File: config.mk
export PLATFORM = sky130hd
export DESIGN_NAME = usm_div_cell
export DESIGN_NICKNAME = d
export VERILOG_FILES = /design/src/usm_pkg.sv /design/src/usm_div_cell.sv
export SDC_FILE = /design/constraint.sdc
export NUM_CORES = 1
export LEC_CHECK = 0
export ABC_CLOCK_PERIOD_IN_PS = 800
export BUFFER_PORTS_ARGS = -buffer_cell sky130_fd_sc_hd__buf_4
export CORE_AREA = 3 3 160 162
export DETAILED_ROUTE_END_ITERATION = 6
export DIE_AREA = 0 0 163 165
export HOLD_SLACK_MARGIN = 0.1
export PLACE_DENSITY = 0.6
export SLEW_MARGIN = 20
export SYNTH_ARGS = -nofsm -noshare
export SYNTH_HDL_FRONTEND = slang
export SYNTH_SLANG_ARGS = --single-unit
export TNS_END_PERCENT = 50
File: constraint.sdc
create_clock -name clk -period 0.8 [get_ports clk]
set_input_delay 0.04 -clock clk [delete_from_list [all_inputs] [get_ports clk]]
set_output_delay 0.04 -clock clk [all_outputs]
set_load 0.1 [all_outputs]
File: src/usm_pkg.sv
// Shared types, constants and the arctangent table of the sphere tessellator.
`timescale 1ns / 1ps
package usm_pkg;

	localparam int MaxStacks   = 256;
	localparam int MaxSectors  = 256;
	localparam int CordicSteps = 16;
	localparam int AtanLen     = 24;
	localparam int StepW       = $clog2(AtanLen);

	localparam int CntW     = 9;
	localparam int CornerW  = 17;
	localparam int RowW     = 19;
	localparam int AngW     = 32;
	localparam int CorW     = 33;
	localparam int NormW    = 16;
	localparam int PosW     = 23;
	localparam int RadW     = 16;
	localparam int CfgIdxW  = 2;
	localparam int CfgDataW = 16;
	localparam int OneQ14   = 16384;

	// CORDIC start value: 1/gain in Q1.30
	localparam logic signed [CorW-1:0] CordicX0 = 33'sd652032874;

	typedef enum logic [CfgIdxW-1:0] {
		REG_RADIUS  = 2'd0,
		REG_SECTORS = 2'd1,
		REG_STACKS  = 2'd2
	} cfg_reg_t;

	typedef enum logic {
		CMD_VERTEX = 1'b0,
		CMD_QUAD   = 1'b1
	} cmd_t;

	typedef enum logic {
		KIND_VERTEX = 1'b0,
		KIND_TRI    = 1'b1
	} kind_t;

	// control word traveling beside the arithmetic
	typedef struct packed {
		logic               valid;
		logic               kind;
		logic               last;
		logic [CornerW-1:0] ca;
		logic [CornerW-1:0] cb;
		logic [CornerW-1:0] cc;
	} side_t;

	typedef struct packed {
		logic [CntW-1:0] rem;
		logic [AngW-1:0] lo;
		logic [AngW-1:0] q;
	} div_lane_t;

	typedef struct packed {
		logic [1:0]             quad;
		logic signed [CorW-1:0] x;
		logic signed [CorW-1:0] y;
		logic signed [AngW-1:0] z;
	} cor_lane_t;

	// arctangent of 2^-k in turns * 2^32
	function automatic logic signed [AngW-1:0] atan_turn(input logic [StepW-1:0] k);
		logic signed [AngW-1:0] a;
		case (k)
			5'd0:    a = 32'sh20000000;
			5'd1:    a = 32'sh12E4051D;
			5'd2:    a = 32'sh09FB385B;
			5'd3:    a = 32'sh051111D4;
			5'd4:    a = 32'sh028B0D43;
			5'd5:    a = 32'sh0145D7E1;
			5'd6:    a = 32'sh00A2F61E;
			5'd7:    a = 32'sh00517C55;
			5'd8:    a = 32'sh0028BE53;
			5'd9:    a = 32'sh00145F2E;
			5'd10:   a = 32'sh000A2F98;
			5'd11:   a = 32'sh000517CC;
			5'd12:   a = 32'sh00028BE6;
			5'd13:   a = 32'sh000145F3;
			5'd14:   a = 32'sh0000A2F9;
			5'd15:   a = 32'sh0000517C;
			5'd16:   a = 32'sh000028BE;
			5'd17:   a = 32'sh0000145F;
			5'd18:   a = 32'sh00000A2F;
			5'd19:   a = 32'sh00000517;
			5'd20:   a = 32'sh0000028B;
			5'd21:   a = 32'sh00000145;
			5'd22:   a = 32'sh000000A2;
			5'd23:   a = 32'sh00000051;
			default: a = '0;
		endcase
		return a;
	endfunction

endpackage

File: src/usm_div_cell.sv
// One quotient bit of the two angle dividers (phi and theta lanes).
`timescale 1ns / 1ps
module usm_div_cell (
	input  logic                      clk,
	input  logic                      arst_n,
	input  usm_pkg::side_t            side_in,
	input  usm_pkg::div_lane_t        phi_in,
	input  usm_pkg::div_lane_t        theta_in,
	input  logic [usm_pkg::CntW-1:0]  stk_div,
	input  logic [usm_pkg::CntW-1:0]  sec_div,
	output usm_pkg::side_t            side_out,
	output usm_pkg::div_lane_t        phi_out,
	output usm_pkg::div_lane_t        theta_out
);
	import usm_pkg::*;

	side_t     side_q;
	div_lane_t phi_q;
	div_lane_t theta_q;

	// restoring step: shift in next dividend bit, subtract if it fits
	function automatic div_lane_t div_step(input div_lane_t l, input logic [CntW-1:0] d);
		logic [CntW:0] trial;
		div_lane_t     r;
		trial = {l.rem, l.lo[AngW-1]};
		r     = l;
		r.lo  = {l.lo[AngW-2:0], 1'b0};
		if (trial >= {1'b0, d}) begin
			r.rem = CntW'(trial - {1'b0, d});
			r.q   = {l.q[AngW-2:0], 1'b1};
		end else begin
			r.rem = CntW'(trial);
			r.q   = {l.q[AngW-2:0], 1'b0};
		end
		return r;
	endfunction

	always_ff @(posedge clk or negedge arst_n) begin
		if (!arst_n) begin
			side_q <= '0;
		end else begin
			side_q <= side_in;
		end
	end

	always_ff @(posedge clk) begin
		phi_q   <= div_step(phi_in, stk_div);
		theta_q <= div_step(theta_in, sec_div);
	end

	assign side_out  = side_q;
	assign phi_out   = phi_q;
	assign theta_out = theta_q;

endmodule

==> results.sh <==
export IMPL_hold_buffers=196
export IMPL_synth_edf_count=0
export IMPL_overflow=0
export IMPL_ctsLongestPathBuffers=2
export IMPL_startpoint_type="input port"
export IMPL_setup_tns_ns=-51.80
export IMPL_vias=5455
export IMPL_synthMostInstantiatedCell="dfxtp_1"
export IMPL_fp_row_count=57
export IMPL_crit_chain="buf_12 > inv_12 > ha_4 > inv_2 > fa_2 > a211oi_2 > o21ai_2 > a211oi_4 > buf_6 > inv_4 > mux2_4"
export IMPL_yosys_area_top_type="dfxtp_1"
export IMPL_final_nets=1264
export IMPL_final_area_sq_um=14570
export IMPL_fillers=1707
export IMPL_synthSimpleGateAreaFrac=0.02762
export IMPL_drc=0
export IMPL_antenna_found_initial=2
export IMPL_die_area_sq_um=26900
export IMPL_cts_root_buffer="clkbuf_16"
export IMPL_synth_top_family_by_area="compound AO/OA/AOI/OAI gates"
export IMPL_core_area_sq_um=24250
export IMPL_die_w_um=163
export IMPL_synthAdderAreaFrac=0.05005
export IMPL_ys_types=41
export IMPL_postRouteAntennaNets=0
export IMPL_max_cap_violations=0
export IMPL_crit_arrival_ns=1.72
export IMPL_routedWlPerCell_um=19.58
export IMPL_worst_slack_ns=-0.6105
export IMPL_yosysWarnings=0
export IMPL_synth_compound_area_share=0.06256
export IMPL_setup_viol=218
export IMPL_fmax_mhz=709.0
export IMPL_muxShareOfSynthArea=0.02172
export IMPL_endpoint_kind="flip-flop"
export IMPL_layout_drive_gt1_share=0.6596
export IMPL_ir_drop_v=0.001088
export IMPL_cts_clk_slew_worst_paths_ns=0.08
export IMPL_placed_cells=1124
export IMPL_area_delta_synth_final_pct=175.0
export IMPL_pin_count=420
export IMPL_syn_avg_cell_area_sq_um=15.41
export IMPL_p_leak_uw=0.006664
export IMPL_cts_tree="done"
export IMPL_powerDensity_nw_per_um2=2124
export IMPL_crit_type="in2reg"
export IMPL_place_gp_congestion=0.7900
export IMPL_drtPass1Iterations=6
export IMPL_path_max_fanout=2
export IMPL_rsz0062_at_grt="yes"
export IMPL_fin_crit_ns=1.410
export IMPL_status="complete, but fails checks"
export IMPL_synth_flop_cell="dfxtp_1"
export IMPL_worst_ep_required_time_ns=1.11
export IMPL_synth_common_cells="dfxtp_1 (144), dfrtp_1 (54), inv_1 (24)"
export IMPL_syn_inst=344
export IMPL_grt_pass1_vias=6092
export IMPL_placed_area_sq_um=9311
export IMPL_synth_area_top_cells="dfxtp_1 (54%), dfrtp_1 (25%), ha_1 (4.2%)"
export IMPL_dpl_hpwl_mm=15.15
export IMPL_hp_class="in2reg"
export IMPL_drt_total_wl_mm=26.68
export IMPL_failed_checks="negative hold slack, negative setup slack"
export IMPL_numPortBuffers=415
export IMPL_cp_slowest_cell="fa_2"
export IMPL_drt_iter0_markers=229
export IMPL_synthArstFlopShare=0.2727
export IMPL_synth_top_area_share=0.5439
export IMPL_numCtsBuffers=17
export IMPL_grt_pass1_wl_mm=37.03
export IMPL_finalHoldViolations=2
export IMPL_grtUsageTotal=0.1853
export IMPL_viasPerCell=4.002
export IMPL_fin_worst_hold_slack_ns=-0.1495
export IMPL_slew_viol_final=0
export IMPL_die_height_um=165
export IMPL_synth_xor_area_share=0.01653
export IMPL_start_util=0.2186
export IMPL_p_total_uw=30950
export IMPL_synth_seq_area_share=0.7989
export IMPL_numClockSinks=198
export IMPL_grt_max_degree=36
export IMPL_finalNonFillerCells=1363
export IMPL_htree_num_levels=4
export IMPL_fin_crit_sh=1.763
export IMPL_ys_ff_latch=198
export IMPL_slowest_delay_ns=0.34
export IMPL_syn_area_sq_um=5300
[registers in the layout, indices dropped and copies added (netlist names)]
signal,flops
phi_out,72
theta_out,72
side_out,54
[logic make-up (layout without fill, tap and decap cells)]
kind of cell             after synthesis  count (layout)
flip-flops                           198             198
AO/OA/AOI/OAI                         46              47
AND/OR/NAND/NOR                       31              31
buffers and inverters                 28             719
adder cells (fa/ha/maj)               20              20
XOR/XNOR                              10              10
multiplexers                          10              10
other                                  1               4
[routing by layer]
layer | GRT usage | share of wire | wire (um)
met3 | 0.05919 | 0.070 | 1856
met5 | 0 | 0 | 0
met2 | 0.3390 | 0.55 | 14580
met4 | 0.09227 | 0.043 | 1142
met1 | 0.1902 | 0.34 | 9102
[area by class of cell]
class	instances	area [sq um]	share of cell area
tap	324	405.4	0.02782
clock inverter	14	177.7	0.01219
sequential	198	4424	0.3036
timing repair buffer	662	7889	0.5413
antenna	2	5.005	0.0003434
multi-input combinational	120	1111	0.07624
clock buffer	18	439.2	0.03014
inverter	25	121.4	0.008328
[cell usage in the layout (no fill, tap or decap), types with 5 or more instances in the layout]
cell,count
buf_4,257
dlygate4sd3_1,196
buf_12,177
dfxtp_2,140
dfrtp_1,54
buf_8,25
inv_1,20
clkbuf_16,17
ha_1,15
a21oi_1,9
nor2_1,8
xnor2_1,7
clkinv_8,7
buf_6,7
nand2_1,5
nand2_2,5
mux2_2,5
[report_power, final]
part | total [uW] | switching (uW) | internal (uW) | leakage [uW]
clock | 8770 | 4450 | 4330 | 0.000297
combinational | 10900 | 6450 | 4470 | 0.00452
sequential | 11300 | 596 | 10700 | 0.00185
total | 31000 | 11500 | 19500 | 0.00666
[per-stage QoR]
| step | setup WS [ns] | util |
|---|---|---|
| 3_5_place_dp | -1.126 | 0.3840 |
| 3_3_place_gp | -1.104 | 0.3840 |
| 5_1_grt | -0.6749 | 0.6010 |
| 2_1_floorplan | -0.8963 | - |
| 6_report | -0.6105 | 0.6010 |
| 4_1_cts | -0.5894 | 0.5902 |
[critical path, delay by kind of cell]
kind / cells / cell delay, ns
mux: 1 / 0.28
buf+inv: 5 / 0.36
compound gates: 3 / 0.58
fa+ha+maj: 2 / 0.46
[worst paths after layout]
| path | startpoint | endpoint | slack (ns) | cells past startpoint |
|---|---|---|---|---|
| worst max-delay path | theta_in[63] | theta_out[72] | -0.61 | 11 |
| worst min-delay path | phi_in[63] | phi_out[64] | -0.15 | 3 |
| max in group asynchronous | arst_n | side_out[26] | 0.37 | 3 |
| min in group asynchronous | arst_n | side_out[27] | 0.17 | 3 |
[repair_timing]
item,CTS,global route
buffers inserted,4,3
resized for setup,620,52
cloned,2,0
endpoints found under the setup margin,218,218
pin swaps,8,5
hold endpoints to repair,252,12
(Power assumes the default switching activity.)
