### src/usm_pkg.sv
// Shared types, constants and the arctangent table of the sphere tessellator.
`timescale 1ns / 1ps
package usm_pkg;

	localparam int MaxStacks   = 256;
	localparam int MaxSectors  = 256;
	localparam int CordicSteps = 16;
	localparam int AtanLen     = 24;
	localparam int StepW       = $clog2(AtanLen);

	localparam int CntW     = 9;
	localparam int CornerW  = 17;
	localparam int RowW     = 19;
	localparam int AngW     = 32;
	localparam int CorW     = 33;
	localparam int NormW    = 16;
	localparam int PosW     = 23;
	localparam int RadW     = 16;
	localparam int CfgIdxW  = 2;
	localparam int CfgDataW = 16;
	localparam int OneQ14   = 16384;

	// CORDIC start value: 1/gain in Q1.30
	localparam logic signed [CorW-1:0] CordicX0 = 33'sd652032874;

	typedef enum logic [CfgIdxW-1:0] {
		REG_RADIUS  = 2'd0,
		REG_SECTORS = 2'd1,
		REG_STACKS  = 2'd2
	} cfg_reg_t;

	typedef enum logic {
		CMD_VERTEX = 1'b0,
		CMD_QUAD   = 1'b1
	} cmd_t;

	typedef enum logic {
		KIND_VERTEX = 1'b0,
		KIND_TRI    = 1'b1
	} kind_t;

	// control word traveling beside the arithmetic
	typedef struct packed {
		logic               valid;
		logic               kind;
		logic               last;
		logic [CornerW-1:0] ca;
		logic [CornerW-1:0] cb;
		logic [CornerW-1:0] cc;
	} side_t;

	typedef struct packed {
		logic [CntW-1:0] rem;
		logic [AngW-1:0] lo;
		logic [AngW-1:0] q;
	} div_lane_t;

	typedef struct packed {
		logic [1:0]             quad;
		logic signed [CorW-1:0] x;
		logic signed [CorW-1:0] y;
		logic signed [AngW-1:0] z;
	} cor_lane_t;

	// arctangent of 2^-k in turns * 2^32
	function automatic logic signed [AngW-1:0] atan_turn(input logic [StepW-1:0] k);
		logic signed [AngW-1:0] a;
		case (k)
			5'd0:    a = 32'sh20000000;
			5'd1:    a = 32'sh12E4051D;
			5'd2:    a = 32'sh09FB385B;
			5'd3:    a = 32'sh051111D4;
			5'd4:    a = 32'sh028B0D43;
			5'd5:    a = 32'sh0145D7E1;
			5'd6:    a = 32'sh00A2F61E;
			5'd7:    a = 32'sh00517C55;
			5'd8:    a = 32'sh0028BE53;
			5'd9:    a = 32'sh00145F2E;
			5'd10:   a = 32'sh000A2F98;
			5'd11:   a = 32'sh000517CC;
			5'd12:   a = 32'sh00028BE6;
			5'd13:   a = 32'sh000145F3;
			5'd14:   a = 32'sh0000A2F9;
			5'd15:   a = 32'sh0000517C;
			5'd16:   a = 32'sh000028BE;
			5'd17:   a = 32'sh0000145F;
			5'd18:   a = 32'sh00000A2F;
			5'd19:   a = 32'sh00000517;
			5'd20:   a = 32'sh0000028B;
			5'd21:   a = 32'sh00000145;
			5'd22:   a = 32'sh000000A2;
			5'd23:   a = 32'sh00000051;
			default: a = '0;
		endcase
		return a;
	endfunction

endpackage

### src/usm_finish.sv
// Quadrant fold, rounding, normal products and radius scaling, five stages.
`timescale 1ns / 1ps
module usm_finish (
	input  logic                              clk,
	input  logic                              arst_n,
	input  usm_pkg::side_t                    side_in,
	input  usm_pkg::cor_lane_t                phi_in,
	input  usm_pkg::cor_lane_t                theta_in,
	input  logic [usm_pkg::RadW-1:0]          radius,
	output logic                              strobe,
	output logic                              kind,
	output logic signed [usm_pkg::PosW-1:0]   pos_x,
	output logic signed [usm_pkg::PosW-1:0]   pos_y,
	output logic signed [usm_pkg::PosW-1:0]   pos_z,
	output logic signed [usm_pkg::NormW-1:0]  norm_x,
	output logic signed [usm_pkg::NormW-1:0]  norm_y,
	output logic signed [usm_pkg::NormW-1:0]  norm_z,
	output logic [usm_pkg::CornerW-1:0]       corner_a,
	output logic [usm_pkg::CornerW-1:0]       corner_b,
	output logic [usm_pkg::CornerW-1:0]       corner_c,
	output logic                              last
);
	import usm_pkg::*;

	localparam int ProdW = 2 * NormW;
	localparam int PosPW = NormW + RadW + 1;

	side_t side_s1, side_s2, side_s3, side_s4, side_s5;
	logic signed [NormW-1:0] cp_s1, sp_s1, ct_s1, st_s1;
	logic signed [ProdW-1:0] px_s2, pz_s2;
	logic signed [NormW-1:0] ny_s2;
	logic signed [NormW-1:0] nx_s3, ny_s3, nz_s3;
	logic signed [PosPW-1:0] qx_s4, qy_s4, qz_s4;
	logic signed [NormW-1:0] nx_s4, ny_s4, nz_s4;
	logic signed [PosW-1:0]  px_s5, py_s5, pz_s5;
	logic signed [NormW-1:0] nx_s5, ny_s5, nz_s5;

	function automatic logic signed [NormW-1:0] clamp_unit(input logic signed [ProdW:0] v);
		logic signed [NormW-1:0] r;
		if (v > OneQ14) begin
			r = NormW'(OneQ14);
		end else if (v < -OneQ14) begin
			r = NormW'(-OneQ14);
		end else begin
			r = NormW'(v);
		end
		return r;
	endfunction

	// Q1.30 to Q1.14 with round half up
	function automatic logic signed [NormW-1:0] rnd16(input logic signed [CorW-1:0] v);
		logic signed [CorW:0] t;
		t = $signed({v[CorW-1], v}) + $signed((CorW+1)'(32768));
		return clamp_unit((ProdW+1)'(t >>> 16));
	endfunction

	function automatic logic signed [NormW-1:0] rnd14(input logic signed [ProdW-1:0] v);
		logic signed [ProdW:0] t;
		t = $signed({v[ProdW-1], v}) + $signed((ProdW+1)'(8192));
		return clamp_unit(t >>> 14);
	endfunction

	function automatic logic signed [PosW-1:0] rnd8(input logic signed [PosPW-1:0] v);
		logic signed [PosPW:0] t;
		logic signed [PosPW:0] s;
		t = $signed({v[PosPW-1], v}) + $signed((PosPW+1)'(128));
		s = t >>> 8;
		return s[PosW-1:0];
	endfunction

	// quadrant fold: (c,s), (-s,c), (-c,-s), (s,-c)
	function automatic cor_lane_t fold(input cor_lane_t l);
		cor_lane_t r;
		r = l;
		case (l.quad)
			2'd0: begin r.x = l.x;              r.y = l.y;              end
			2'd1: begin r.x = -$signed(l.y);    r.y = l.x;              end
			2'd2: begin r.x = -$signed(l.x);    r.y = -$signed(l.y);    end
			default: begin r.x = l.y;           r.y = -$signed(l.x);    end
		endcase
		return r;
	endfunction

	cor_lane_t phi_f, theta_f;
	assign phi_f   = fold(phi_in);
	assign theta_f = fold(theta_in);

	always_ff @(posedge clk or negedge arst_n) begin
		if (!arst_n) begin
			side_s1 <= '0;
			side_s2 <= '0;
			side_s3 <= '0;
			side_s4 <= '0;
			side_s5 <= '0;
		end else begin
			side_s1 <= side_in;
			side_s2 <= side_s1;
			side_s3 <= side_s2;
			side_s4 <= side_s3;
			side_s5 <= side_s4;
		end
	end

	always_ff @(posedge clk) begin
		cp_s1 <= rnd16(phi_f.x);
		sp_s1 <= rnd16(phi_f.y);
		ct_s1 <= rnd16(theta_f.x);
		st_s1 <= rnd16(theta_f.y);

		px_s2 <= sp_s1 * ct_s1;
		pz_s2 <= sp_s1 * st_s1;
		ny_s2 <= cp_s1;

		nx_s3 <= rnd14(px_s2);
		nz_s3 <= rnd14(pz_s2);
		ny_s3 <= ny_s2;

		qx_s4 <= nx_s3 * $signed({1'b0, radius});
		qy_s4 <= ny_s3 * $signed({1'b0, radius});
		qz_s4 <= nz_s3 * $signed({1'b0, radius});
		nx_s4 <= nx_s3;
		ny_s4 <= ny_s3;
		nz_s4 <= nz_s3;

		px_s5 <= rnd8(qx_s4);
		py_s5 <= rnd8(qy_s4);
		pz_s5 <= rnd8(qz_s4);
		nx_s5 <= nx_s4;
		ny_s5 <= ny_s4;
		nz_s5 <= nz_s4;
	end

	logic is_vtx;
	assign is_vtx = (side_s5.kind == KIND_VERTEX);

	assign strobe   = side_s5.valid;
	assign kind     = side_s5.kind;
	assign last     = side_s5.last;
	assign pos_x    = is_vtx ? px_s5 : '0;
	assign pos_y    = is_vtx ? py_s5 : '0;
	assign pos_z    = is_vtx ? pz_s5 : '0;
	assign norm_x   = is_vtx ? nx_s5 : '0;
	assign norm_y   = is_vtx ? ny_s5 : '0;
	assign norm_z   = is_vtx ? nz_s5 : '0;
	assign corner_a = is_vtx ? '0 : side_s5.ca;
	assign corner_b = is_vtx ? '0 : side_s5.cb;
	assign corner_c = is_vtx ? '0 : side_s5.cc;

endmodule

### config.mk
export PLATFORM = sky130hd
export DESIGN_NAME = usm_finish
export DESIGN_NICKNAME = d
export VERILOG_FILES = /design/src/usm_pkg.sv /design/src/usm_finish.sv
export SDC_FILE = /design/constraint.sdc
export NUM_CORES = 2
export LEC_CHECK = 0
export BUFFER_PORTS_ARGS = -buffer_cell sky130_fd_sc_hd__buf_2
export CORE_MARGIN = 2
export CORE_UTILIZATION = 30
export CTS_CLUSTER_DIAMETER = 150
export DETAILED_ROUTE_END_ITERATION = 8
export PLACE_DENSITY_LB_ADDON = 0.3
export REMOVE_ABC_BUFFERS = 1
export SYNTH_ARGS = -nofsm -noshare
export SYNTH_HDL_FRONTEND = slang
export SYNTH_SLANG_ARGS = --single-unit
### constraint.sdc
create_clock -name clk -period 15.1 [get_ports clk]
set_clock_uncertainty 0.1 [all_clocks]
set_input_delay 0.755 -clock clk [delete_from_list [all_inputs] [get_ports clk]]
set_output_delay 0.755 -clock clk [all_outputs]
set_load 0.01 [all_outputs]
==> key figures <==
Run status
  – Outcome: finished, final reports clean

Yosys
  – EDFF count, synth: 0
  – Sequential share of the synthesized area: a little over a fifth
  – Post-Synth Simple-Gate Area: 17.9%
  – Post-Synth XOR/XNOR Area: 3.52%
  – Yosys cell types: 93
  – Syn Inst Count: about 7100
  – Mapped cell area: 68000 µm²
  – Mapped Avg Cell Area: 9.58 µm²
  – Synthesis-stage register bit count: 673
  – Mux contribution to synthesized area: 1.56%
  – Largest family of logic cells by synthesized area: adder cells
  – Ys flop type: dfxtp_1
  – Adder-cell area share of the yosys netlist: 41.5%
  – Compound-Gate Fraction of Synth Area: 4.70%
  – Yosys warning total: 0
  – Ys async rst share: 40.1%

Floorplan
  – Die area: 230000 µm²
  – DIE WIDTH: 480 µm
  – Core Footprint: 225000 µm²
  – Row count: approximately 170
  – Io pins: 443
  – Die Ht: 480 µm
  – Initial Util: 30.2%

Placed design
  – Port Buffers: 378
  – Dpl cell area: around 73000 µm²
  – DP HPWL: 135 mm
  – Placer's final routability congestion estimate: 0.817
  – Setup WS pre-CTS: roughly 6800 ps

STA
  – Endpoints failing setup: 0
  – Setup_tns: 0 ps
  – Slew @ Worst Pin: 1090 ps
  – Rel. slew slack: roughly 27%
  – Fin crit period: 7730 ps
  – Worst setup margin: around 7400 ps
  – Max-slew violations: 0
  – Fmax achieved: 129 MHz
  – RSZ-0062 raised after global routing: false
  – Final worst-path cycle share: between 50% and 60%
  – Final Hold Vio Count: 0

Critical path
  – CP Max Fanout: 17
  – CP max-delay cell: dfxtp_1
  – Critical path capture point type: flip-flop
  – CP bufs+invs: 5
  – Cell mode on critical path: fa_1
  – Worst R2R Start: nx_s3[8]
  – Reg2Reg Setup Slack: 7370 ps
  – Worst reg2reg path endpoint: qx_s4[30]
  – Startpoint Class: flip-flop
  – Critical Path AT: around 8200 ps
  – Family with the most delay on the worst path: adder cells
  – Worst Path Required: 15580 ps
  – Largest stage delay on the critical path: between 900 and 1000 ps
  – Reg2reg path depth: 25
  – Critical path class: flip-flop to flip-flop

Layout
  – # fillers: 23100
  – Layout net count: 9197
  – Most frequent cells in the layout: inv_1, fa_1, nand2_1
  – Fin area: 75900 µm²
  – Synth-to-Final Area Change: 11.7%
  – Register area: 14800 µm²
  – Most common cell after layout, fill and taps aside: inv_1
  – Share of cells above drive strength 1: 8.92%
  – Final Core Density: 33.7%
  – Area of the multi-input gates: 47000 µm²

GRT
  – GRT Total Usage: 15.9%
  – First-pass GRT wire length: between 200 and 300 mm
  – Largest net degree at the start of global routing: 141
  – Antenna violations before repair: 23
  – Vias in the first global route: around 52000
  – Remaining Overflow, GRT: 0

Clock tree
  – Worst-Skew Late Latency: 700 ps
  – Root buffer cell: clkbuf_16
  – Clk sinks: 673
  – H-tree levels: 3
  – Clock Path Buffers: 3
  – Postcts setup bufs: 0
  – Clock transition at the registers of the reported paths: around 60 ps
  – CTS Buf Count: 77
  – CTS tree: yes

Routing
  – Routed Wire Length: about 180 mm
  – Remaining DRCs: 0
  – DR vias/cell: 4.65
  – WL per Instance: approximately 17 µm
  – Detail Route Antenna Nets: 0
  – Routed via count: 48400
  – Iter 0 DRT Violations: roughly 2800
  – First drt pass iteration count: 6

Power and ir drop
  – Lkg Pwr: about 37 nW
  – Total power: roughly 14 mW
  – Peak supply drop: about 180 µV
  – PD cells: 188 nW/µm²

Job
  – Max-cap violations: 0

Hold path
  – Worst hold-check path type: input pin to asynchronous set/reset pin
==> report_power, final <==
group	internal, mW	total, mW	switching, mW
Sequential	2.34	2.78	0.442
Combinational	4.22	9.52	5.30
Clock	1.17	2.00	0.828
Total	7.73	14.3	6.57
==> area by class of cell <==
| type | instances | area share (%) |
|---|---|---|
| clock buffer | 100 | 2.80 |
| sequential | 673 | 19.5 |
| tap | 2992 | 4.93 |
| clock inverter | 43 | 0.826 |
| multi-input combinational | 4793 | 61.9 |
| timing repair buffer | 457 | 3.35 |
| antenna | 7 | 0.0231 |
| inverter | 1331 | 6.58 |
==> cell families after synthesis <==
family	after synthesis
DFF	673
muxes	68
adders and majority gates	1592
and+or+nand+nor	2395
xor gates and xnor gates	273
buffers and inverters	1625
AOI/OAI and AO/OA	465
==> state kept, by name, indices dropped and copies added (netlist names), 24 cells and up <==
register,flops
qx_s4,24
side_s3,54
qy_s4,24
side_s1,54
qz_s4,24
side_s4,54
side_s5,51
side_s2,54
==> synthesized netlist by cell type (all sizes together) (38+ instances only) <==
master	instances	share of area, %
nor3	116	0.87
ha	491	9.0
fa	1101	32
nand2	756	4.2
nand3	112	0.82
inv	1327	7.3
xnor2	176	2.3
clkbuf	279	1.5
dfxtp	403	12
nor2b	144	1.3
nand4	39	0.36
and2	660	6.1
xor2	97	1.3
nand2b	50	0.46
o21a	38	0.42
nor4	42	0.44
nor2	329	1.8
dfrtp	270	9.9
a21oi	90	0.66
o21ai	83	0.61
and3	43	0.40
==> how the worst max path moves through the flow <==
stage                   start        end  cells past startpoint
detailed placement  radius[7]  qx_s4[30]                     27
global route         nz_s3[1]  qz_s4[30]                     24
global placement    radius[7]  qx_s4[30]                     27
finish               nx_s3[8]  qx_s4[30]                     25
CTS                  nx_s3[8]  qx_s4[30]                     25
floorplan           radius[9]  qx_s4[30]                     25
==> worst register-to-register path, cell delays in order, from the launching register on <==
cell and delay [ps]:
dfxtp_1 970, nand2_1 200, fa_1 540, inv_1 50
fa_1 490, inv_1 60, fa_1 540, inv_1 70
fa_1 460, fa_1 500, inv_1 50, fa_1 470
inv_1 40, ha_1 320, a21o_1 180, a21oi_1 140
o21ai_0 170, or3_1 340, a21oi_1 280, o31ai_1 160
o41a_1 350, a21oi_1 240, o21bai_1 150, a2111oi_0 460
nor3_1 140, xnor2_1 140
==> repair_timing <==
action,in CTS,in global routing
endpoints found under the hold margin,20,0
setup endpoints to repair,0,0
hold buffers,20,0
resized for setup,0,0
==> through the flow <==
step           hold WS (ps)  cells
6_report               66.4  10400
5_1_grt                13.9  10400
4_1_cts               0.319  10400
3_5_place_dp            212  10200
3_3_place_gp            210  10200
2_1_floorplan           210   6797
==> layer usage <==
layer  global-route usage (%)  up-vias  share of wire, %
met3                     1.84      208               4.8
met5                        0        -            0.0067
met4                     3.65        2               2.0
li1                         -    22300                 -
met1                     21.0    24600                44
met2                     27.7     1254                50
(Power assumes the default switching activity.)
