File: src/usm_pkg.sv
// Shared types, constants and the arctangent table of the sphere tessellator.
`timescale 1ns / 1ps
package usm_pkg;

	localparam int MaxStacks   = 256;
	localparam int MaxSectors  = 256;
	localparam int CordicSteps = 16;
	localparam int AtanLen     = 24;
	localparam int StepW       = $clog2(AtanLen);

	localparam int CntW     = 9;
	localparam int CornerW  = 17;
	localparam int RowW     = 19;
	localparam int AngW     = 32;
	localparam int CorW     = 33;
	localparam int NormW    = 16;
	localparam int PosW     = 23;
	localparam int RadW     = 16;
	localparam int CfgIdxW  = 2;
	localparam int CfgDataW = 16;
	localparam int OneQ14   = 16384;

	// CORDIC start value: 1/gain in Q1.30
	localparam logic signed [CorW-1:0] CordicX0 = 33'sd652032874;

	typedef enum logic [CfgIdxW-1:0] {
		REG_RADIUS  = 2'd0,
		REG_SECTORS = 2'd1,
		REG_STACKS  = 2'd2
	} cfg_reg_t;

	typedef enum logic {
		CMD_VERTEX = 1'b0,
		CMD_QUAD   = 1'b1
	} cmd_t;

	typedef enum logic {
		KIND_VERTEX = 1'b0,
		KIND_TRI    = 1'b1
	} kind_t;

	// control word traveling beside the arithmetic
	typedef struct packed {
		logic               valid;
		logic               kind;
		logic               last;
		logic [CornerW-1:0] ca;
		logic [CornerW-1:0] cb;
		logic [CornerW-1:0] cc;
	} side_t;

	typedef struct packed {
		logic [CntW-1:0] rem;
		logic [AngW-1:0] lo;
		logic [AngW-1:0] q;
	} div_lane_t;

	typedef struct packed {
		logic [1:0]             quad;
		logic signed [CorW-1:0] x;
		logic signed [CorW-1:0] y;
		logic signed [AngW-1:0] z;
	} cor_lane_t;

	// arctangent of 2^-k in turns * 2^32
	function automatic logic signed [AngW-1:0] atan_turn(input logic [StepW-1:0] k);
		logic signed [AngW-1:0] a;
		case (k)
			5'd0:    a = 32'sh20000000;
			5'd1:    a = 32'sh12E4051D;
			5'd2:    a = 32'sh09FB385B;
			5'd3:    a = 32'sh051111D4;
			5'd4:    a = 32'sh028B0D43;
			5'd5:    a = 32'sh0145D7E1;
			5'd6:    a = 32'sh00A2F61E;
			5'd7:    a = 32'sh00517C55;
			5'd8:    a = 32'sh0028BE53;
			5'd9:    a = 32'sh00145F2E;
			5'd10:   a = 32'sh000A2F98;
			5'd11:   a = 32'sh000517CC;
			5'd12:   a = 32'sh00028BE6;
			5'd13:   a = 32'sh000145F3;
			5'd14:   a = 32'sh0000A2F9;
			5'd15:   a = 32'sh0000517C;
			5'd16:   a = 32'sh000028BE;
			5'd17:   a = 32'sh0000145F;
			5'd18:   a = 32'sh00000A2F;
			5'd19:   a = 32'sh00000517;
			5'd20:   a = 32'sh0000028B;
			5'd21:   a = 32'sh00000145;
			5'd22:   a = 32'sh000000A2;
			5'd23:   a = 32'sh00000051;
			default: a = '0;
		endcase
		return a;
	endfunction

endpackage

File: src/usm_cordic_cell.sv
// One CORDIC rotation step for the phi and theta lanes.
`timescale 1ns / 1ps
module usm_cordic_cell (
	input  logic                       clk,
	input  logic                       arst_n,
	input  logic [usm_pkg::StepW-1:0]  step,
	input  usm_pkg::side_t             side_in,
	input  usm_pkg::cor_lane_t         phi_in,
	input  usm_pkg::cor_lane_t         theta_in,
	output usm_pkg::side_t             side_out,
	output usm_pkg::cor_lane_t         phi_out,
	output usm_pkg::cor_lane_t         theta_out
);
	import usm_pkg::*;

	side_t     side_q;
	cor_lane_t phi_q;
	cor_lane_t theta_q;

	function automatic cor_lane_t rot(input cor_lane_t l, input logic [StepW-1:0] k);
		logic signed [CorW-1:0] dx;
		logic signed [CorW-1:0] dy;
		logic signed [AngW-1:0] a;
		cor_lane_t              r;
		dx = $signed(l.y) >>> k;
		dy = $signed(l.x) >>> k;
		a  = atan_turn(k);
		r  = l;
		if (!l.z[AngW-1]) begin
			r.x = $signed(l.x) - dx;
			r.y = $signed(l.y) + dy;
			r.z = $signed(l.z) - a;
		end else begin
			r.x = $signed(l.x) + dx;
			r.y = $signed(l.y) - dy;
			r.z = $signed(l.z) + a;
		end
		return r;
	endfunction

	always_ff @(posedge clk or negedge arst_n) begin
		if (!arst_n) begin
			side_q <= '0;
		end else begin
			side_q <= side_in;
		end
	end

	always_ff @(posedge clk) begin
		phi_q   <= rot(phi_in, step);
		theta_q <= rot(theta_in, step);
	end

	assign side_out  = side_q;
	assign phi_out   = phi_q;
	assign theta_out = theta_q;

endmodule

File: config.mk
export PLATFORM = sky130hd
export DESIGN_NAME = usm_cordic_cell
export DESIGN_NICKNAME = d
export VERILOG_FILES = /design/src/usm_pkg.sv /design/src/usm_cordic_cell.sv
export SDC_FILE = /design/constraint.sdc
export NUM_CORES = 1
export LEC_CHECK = 0
export BUFFER_PORTS_ARGS = -buffer_cell sky130_fd_sc_hd__buf_2
export CORE_AREA = 2 2 215 217
export CTS_BUF_LIST = sky130_fd_sc_hd__clkbuf_16
export DETAILED_ROUTE_END_ITERATION = 16
export DIE_AREA = 0 0 217 219
export HOLD_SLACK_MARGIN = 0.06
export PLACE_DENSITY = 0.94
export SYNTH_ARGS = -nofsm -noshare
export SYNTH_HDL_FRONTEND = slang
export SYNTH_SLANG_ARGS = --single-unit
File: constraint.sdc
create_clock -name clk -period 1.15 [get_ports clk]
set_clock_uncertainty 0.15 [all_clocks]
set_input_delay 0.115 -clock clk [delete_from_list [all_inputs] [get_ports clk]]
set_output_delay 0.115 -clock clk [all_outputs]
set_load 0.01 [all_outputs]
==> flow_summary.html, run 1 <==
<table>
<tr><th>Metric</th><th>Value</th></tr>
<tr><th colspan="2">Clocking</th></tr>
<tr><td>CTS H-Tree Depth</td><td>1</td></tr>
<tr><td>Number of buffers created by CTS</td><td>27</td></tr>
<tr><td>Maximum clock insertion buffer count</td><td>3</td></tr>
<tr><td>Setup fix buffers added after clock tree synthesis</td><td>201</td></tr>
<tr><td>Post-CTS Resized</td><td>682</td></tr>
<tr><td>Clock tree sinks</td><td>254</td></tr>
<tr><td>Hold buffer count at cts</td><td>114</td></tr>
<tr><td>CTS root buffer</td><td>sky130_fd_sc_hd__clkbuf_16</td></tr>
<tr><th colspan="2">Synth</th></tr>
<tr><td>Post-synthesis cell count</td><td>3213</td></tr>
<tr><td>Yosys reg bits</td><td>254</td></tr>
<tr><td>Synthesis Warnings</td><td>0</td></tr>
<tr><td>Fraction of synthesis flops using an asynchronous set or reset pin</td><td>0.213</td></tr>
<tr><td>Most area-consuming cells after synthesis</td><td>sky130_fd_sc_hd__dfxtp_1 (14%), sky130_fd_sc_hd__mux4_2 (12%), sky130_fd_sc_hd__ha_1 (9.1%)</td></tr>
<tr><td>Most used flip-flop cell after synthesis</td><td>sky130_fd_sc_hd__dfxtp_1</td></tr>
<tr><td>Post-synthesis average cell area</td><td>8.63 um^2</td></tr>
<tr><td>Share of Yosys cell area claimed by the top area cell type</td><td>0.144</td></tr>
<tr><td>Count of flip-flops with a built-in enable after synthesis</td><td>0</td></tr>
<tr><td>Count of unique library cells instantiated by Yosys</td><td>94</td></tr>
<tr><td>Post-synthesis cell type with the largest combined area</td><td>sky130_fd_sc_hd__dfxtp_1</td></tr>
<tr><td>Cell area after technology mapping</td><td>27700 um^2</td></tr>
<tr><td>Post-Synthesis Net Count</td><td>3682</td></tr>
<tr><td>Sequential-to-total area share from yosys stat</td><td>0.193</td></tr>
<tr><th colspan="2">Floorplanning</th></tr>
<tr><td>Width of the die</td><td>217 um</td></tr>
<tr><td>Vertical die dimension</td><td>219 um</td></tr>
<tr><td>Boundary pin count</td><td>515</td></tr>
<tr><td>Initial core utilization</td><td>0.615</td></tr>
<tr><td>Cell Rows</td><td>78</td></tr>
<tr><th colspan="2">Placed design</th></tr>
<tr><td>Last weighted congestion value of the routability-driven placer</td><td>1.36</td></tr>
<tr><td>Port Buffers</td><td>514</td></tr>
<tr><td>HPWL after detailed placement</td><td>128 mm</td></tr>
<tr><th colspan="2">Run status</th></tr>
<tr><td>Halt point of the flow</td><td>4_1_cts</td></tr>
<tr><td>First error</td><td>[ERROR DPL-0038] Utilization greater than 100%, impossible to legalize</td></tr>
<tr><td>Result of the run</td><td>aborted with a tool error</td></tr>
</table>
[cell families after synthesis]
logic type                 share of synthesized area
xor gates and xnor gates                      0.0960
DFF                                            0.193
AOI/OAI and AO/OA                              0.226
buffers and inverters                         0.0393
adders and majority gates                     0.0954
and+or+nand+nor                                0.148
muxes                                          0.202
[synthesized netlist by cell type (61+ instances only)]
library cell,instances
sky130_fd_sc_hd__a21o_1,77
sky130_fd_sc_hd__xor2_1,91
sky130_fd_sc_hd__ha_1,202
sky130_fd_sc_hd__mux2_2,62
sky130_fd_sc_hd__dfxtp_1,200
sky130_fd_sc_hd__nand2_1,264
sky130_fd_sc_hd__inv_1,61
sky130_fd_sc_hd__xnor2_1,213
sky130_fd_sc_hd__mux4_2,151
sky130_fd_sc_hd__o21ai_0,168
sky130_fd_sc_hd__a21oi_1,280
sky130_fd_sc_hd__mux2i_1,133
sky130_fd_sc_hd__clkbuf_1,79
sky130_fd_sc_hd__nor2_1,268
[per-stage QoR]
step | std cells | setup TNS, ps | setup slack, ps | cell area (um^2)
after floorplan | 3213 | -590890 | -4200 | 28300
after global placement | 5380 | -627830 | -4180 | 40200
after detailed placement | 5380 | -719560 | -4860 | 40200
==> run 2, diff against run 1 <==
CORE_AREA = 2 2 267 269   (was 2 2 215 217)
CTS_BUF_LIST = unset   (was sky130_fd_sc_hd__clkbuf_16)
DIE_AREA = 0 0 269 271   (was 0 0 217 219)
HOLD_SLACK_MARGIN = unset   (was 0.06)
PLACE_DENSITY = unset   (was 0.94)
PLACE_DENSITY_LB_ADDON = 0.15   (was unset)
==> flow_summary.html, run 2 <==
<table>
<tr><th>Metric</th><th>Value</th></tr>
<tr><th colspan="2">Routing</th></tr>
<tr><td>Number of DRC violations after detailed-routing iteration 0</td><td>2971</td></tr>
<tr><td>Via Count</td><td>35400</td></tr>
<tr><td>DRC violation count after routing</td><td>0</td></tr>
<tr><td>WL final</td><td>137 mm</td></tr>
<tr><td>Routed len/inst</td><td>21.9 um</td></tr>
<tr><td>Remaining antenna violation count</td><td>0</td></tr>
<tr><td>Number of vias per cell after detailed routing</td><td>5.67</td></tr>
<tr><td>Number of detailed-routing iterations run before antenna repair</td><td>6</td></tr>
<tr><th colspan="2">Finish</th></tr>
<tr><td>Commonest cells after routing, fill and taps aside</td><td>sky130_fd_sc_hd__buf_4 (1409), sky130_fd_sc_hd__buf_2 (508), sky130_fd_sc_hd__nand2_1 (235), sky130_fd_sc_hd__nor2_1 (210), sky130_fd_sc_hd__dfxtp_1 (200)</td></tr>
<tr><td>Leading cell type in the layout, fill and taps excluded</td><td>sky130_fd_sc_hd__buf_4</td></tr>
<tr><td>Fraction of final layout cells with drive strength greater than 1</td><td>0.568</td></tr>
<tr><td>Post-route design area</td><td>50000 um^2</td></tr>
<tr><td>Number of fillers in the final layout</td><td>5200</td></tr>
<tr><td>Layout overhead on the synthesized area</td><td>80.1%</td></tr>
<tr><td>Net count of the finished layout</td><td>5747</td></tr>
<tr><th colspan="2">Setup path</th></tr>
<tr><td>Critical path depth in cells</td><td>24</td></tr>
<tr><td>Highest cell delay on the worst timing path</td><td>520 ps</td></tr>
<tr><td>Critical path required time</td><td>1550 ps</td></tr>
<tr><td>CP dominant cell by count</td><td>sky130_fd_sc_hd__a211oi_2</td></tr>
<tr><td>First element of the critical path</td><td>step[0]</td></tr>
<tr><td>Crit Path Category</td><td>input port to flop</td></tr>
<tr><td>Worst Path Arrival</td><td>5060 ps</td></tr>
<tr><td>Cells traversed along the worst timing path</td><td>buf_16, buf_16, buf_6, buf_12, mux4_2, a222oi_1, o22ai_1, a211oi_2, buf_4, o211a_1, and4b_2, a21oi_2, xnor2_1, ha_1, a21o_1, a211o_1, o22ai_2, a211oi_2, o21a_1, a211oi_2, buf_4, o31ai_4, a21oi_2, xnor2_1</td></tr>
<tr><td>Worst-path maximum fanout</td><td>7</td></tr>
<tr><td>Worst setup EP type</td><td>flop</td></tr>
<tr><td>Worst-path cell with the longest stage delay</td><td>sky130_fd_sc_hd__mux4_2</td></tr>
<tr><td>Nature of the critical path startpoint</td><td>input port</td></tr>
<tr><td>Gate family responsible for the most delay along the worst path</td><td>compound AO/OA/AOI/OAI gates</td></tr>
<tr><td>Count of buffer and inverter cells on the critical path</td><td>6</td></tr>
<tr><th colspan="2">Synth</th></tr>
<tr><td>Post-synthesis average cell area</td><td>8.63 um^2 (unchanged)</td></tr>
<tr><td>Leading post-synthesis cells by instance count</td><td>sky130_fd_sc_hd__a21oi_1 (280), sky130_fd_sc_hd__nor2_1 (268), sky130_fd_sc_hd__nand2_1 (264), sky130_fd_sc_hd__xnor2_1 (213), sky130_fd_sc_hd__ha_1 (202) (unchanged)</td></tr>
<tr><td>Cell area after technology mapping</td><td>27700 um^2 (unchanged)</td></tr>
<tr><td>Synthesis Warnings</td><td>0 (unchanged)</td></tr>
<tr><td>Most common cell in the netlist</td><td>sky130_fd_sc_hd__a21oi_1 (unchanged)</td></tr>
<tr><td>Post-synthesis cell count</td><td>3213 (unchanged)</td></tr>
<tr><td>Yosys reg bits</td><td>254 (unchanged)</td></tr>
<tr><td>Most area-consuming cells after synthesis</td><td>sky130_fd_sc_hd__dfxtp_1 (14%), sky130_fd_sc_hd__mux4_2 (12%), sky130_fd_sc_hd__ha_1 (9.1%) (unchanged)</td></tr>
<tr><td>Fraction of synthesis flops using an asynchronous set or reset pin</td><td>0.213 (unchanged)</td></tr>
<tr><td>Sequential-to-total area share from yosys stat</td><td>0.193 (unchanged)</td></tr>
<tr><td>Post-Synthesis Net Count</td><td>3682 (unchanged)</td></tr>
<tr><td>Count of flip-flops with a built-in enable after synthesis</td><td>0 (unchanged)</td></tr>
<tr><td>Share of Yosys cell area claimed by the top area cell type</td><td>0.144 (unchanged)</td></tr>
<tr><td>Post-synthesis cell type with the largest combined area</td><td>sky130_fd_sc_hd__dfxtp_1 (unchanged)</td></tr>
<tr><td>Most used flip-flop cell after synthesis</td><td>sky130_fd_sc_hd__dfxtp_1 (unchanged)</td></tr>
<tr><td>Count of unique library cells instantiated by Yosys</td><td>94 (unchanged)</td></tr>
<tr><th colspan="2">Min path</th></tr>
<tr><td>Worst hold path class</td><td>input port to flop</td></tr>
<tr><td>Hold Path Stages</td><td>2</td></tr>
<tr><td>Worst Min Path Start</td><td>theta_in[0]</td></tr>
<tr><th colspan="2">Global route</th></tr>
<tr><td>Vias in the first global route</td><td>35000</td></tr>
<tr><td>Initial antenna violation count</td><td>8</td></tr>
<tr><td>Global-route usage over all layers</td><td>0.353</td></tr>
<tr><td>Remaining Overflow, GRT</td><td>0</td></tr>
<tr><td>Wire length of the first global-routing pass</td><td>200 mm</td></tr>
<tr><td>Maximum number of pins on one net before global-route repair</td><td>55</td></tr>
<tr><th colspan="2">Clocking</th></tr>
<tr><td>Clock tree sinks</td><td>254 (unchanged)</td></tr>
<tr><td>Maximum clock insertion buffer count</td><td>3 (unchanged)</td></tr>
<tr><td>CTS H-Tree Depth</td><td>1 (unchanged)</td></tr>
<tr><td>Clock tree from TritonCTS</td><td>built</td></tr>
<tr><td>Clock transition at path regs</td><td>60 ps</td></tr>
<tr><td>CTS root buffer</td><td>sky130_fd_sc_hd__clkbuf_16 (unchanged)</td></tr>
<tr><td>Number of buffers created by CTS</td><td>30 (was 27)</td></tr>
<tr><th colspan="2">Timing</th></tr>
<tr><td>Count of pins over their slew limit</td><td>0</td></tr>
<tr><td>RSZ-0062 raised after global routing</td><td>yes</td></tr>
<tr><td>Setup ws final</td><td>-3510 ps</td></tr>
<tr><td>Ratio of final minimum period to clock period</td><td>4.05</td></tr>
<tr><td>Highest attainable clock frequency</td><td>0.215 GHz</td></tr>
<tr><td>Total of endpoints with negative setup slack in the final report</td><td>450</td></tr>
<tr><td>Fin Hold WS</td><td>-420 ps</td></tr>
<tr><td>Final hold violation count</td><td>91</td></tr>
<tr><td>Post-layout min period</td><td>4660 ps</td></tr>
<tr><td>Relative slew slack</td><td>0.523</td></tr>
<tr><td>Least-Margin Pin Slew</td><td>697 ps</td></tr>
<tr><th colspan="2">Run</th></tr>
<tr><td>Max-Cap Viols</td><td>0</td></tr>
<tr><th colspan="2">Floorplanning</th></tr>
<tr><td>Vertical die dimension</td><td>271 um (was 219 um)</td></tr>
<tr><td>Std-Cell Core Area</td><td>69800 um^2</td></tr>
<tr><td>Boundary pin count</td><td>515 (unchanged)</td></tr>
<tr><td>Die Outline Area</td><td>72900 um^2</td></tr>
<tr><td>Width of the die</td><td>269 um (was 217 um)</td></tr>
<tr><td>Cell Rows</td><td>97 (was 78)</td></tr>
<tr><td>Initial core utilization</td><td>0.398 (was 0.615)</td></tr>
<tr><th colspan="2">Run status</th></tr>
<tr><td>Result of the run</td><td>finished, violations left (was aborted with a tool error)</td></tr>
<tr><td>Violations in the final reports</td><td>negative hold slack, negative setup slack</td></tr>
<tr><th colspan="2">Placed design</th></tr>
<tr><td>Last weighted congestion value of the routability-driven placer</td><td>1.05 (was 1.36)</td></tr>
<tr><td>Cell area reported after detailed placement</td><td>41300 um^2 (was 40200 um^2)</td></tr>
<tr><td>HPWL after detailed placement</td><td>101 mm (was 128 mm)</td></tr>
<tr><td>Port Buffers</td><td>514 (unchanged)</td></tr>
<tr><th colspan="2">Pwr</th></tr>
<tr><td>Standby leakage power</td><td>23.2 nW</td></tr>
<tr><td>Power density normalized to cell area</td><td>1260 nW/um^2</td></tr>
<tr><td>Worst ir drop on vdd</td><td>1.50 mV</td></tr>
<tr><td>Total power draw</td><td>63.1 mW</td></tr>
</table>
-- run 2: cell counts after synthesis --
No cell type changed its count.
-- run 2: cell families (layout without fill, tap and decap cells) --
logic type / Yosys count / after routing / synth area share
adders and majority gates: 208 / 208 / 0.0954
and+or+nand+nor: 868 / 868 / 0.148
muxes: 361 / 361 / 0.202
DFF: 254 / 254 / 0.193
other: 0 / 4 / 0
AOI/OAI and AO/OA: 968 / 968 / 0.226
xor gates and xnor gates: 304 / 304 / 0.0960
buffers and inverters: 250 / 2339 / 0.0393
-- run 2: path summary, 6_finish.rpt --
check | endpoint | slack [ps]
hold / removal | theta_out[0] | -420
min in group asynchronous | side_out[49] | 460
setup / recovery | theta_out[64] | -3510
max in group asynchronous | side_out[25] | 140
-- run 2: per-layer routing --
layer | global-route usage | share of wire
met1 | 0.432 | 0.39
met2 | 0.592 | 0.47
met3 | 0.0546 | 0.076
met4 | 0.188 | 0.062
met5 | 0 | 0.00031
-- run 2: cell type report --
cell class,instances,area (um^2),area share
Inverter,66,268,0.00536
Timing Repair Buffer,2217,17000,0.340
Clock inverter,14,210,0.00421
Antenna cell,4,10.0,0.000200
Clock buffer,42,856,0.0171
Tap cell,940,1180,0.0235
Sequential cell,254,5360,0.107
Multi-Input combinational cell,2709,25100,0.503
-- run 2: power by group --
group / leakage [nW] / switching [mW] / total, mW / internal (mW)
clock: 0.513 / 4.14 / 10.2 / 6.10
combinational: 20.4 / 19.5 / 40.1 / 20.6
sequential: 2.32 / 0.836 / 12.7 / 11.9
total: 23.2 / 24.5 / 63.1 / 38.6
-- run 2: stage by stage --
step | TNS (ps) | worst slack, ps | hold WS (ps) | util | cells
finish | -561390 | -3510 | -420 | 0.716 | 6246
global route | -592360 | -3700 | -426 | 0.716 | 6246
CTS | -551820 | -3430 | -442 | 0.683 | 6173
detailed placement | -684090 | -4500 | -24.4 | 0.592 | 5813
global placement | -677330 | -4490 | -23.1 | 0.592 | 5813
floorplan | -590890 | -4200 | -331 | - | 3213
-- run 2: repair_timing --
action                     in CTS  in global routing
setup endpoints to repair     450                450
setup buffers                 207                117
resized for setup             587                394
hold buffers                   97                  1
gates cloned                   12                  0
hold endpoints to repair      248                 92
pin swaps                     327                356
Note: power is estimated with default switching activity, not from simulation.
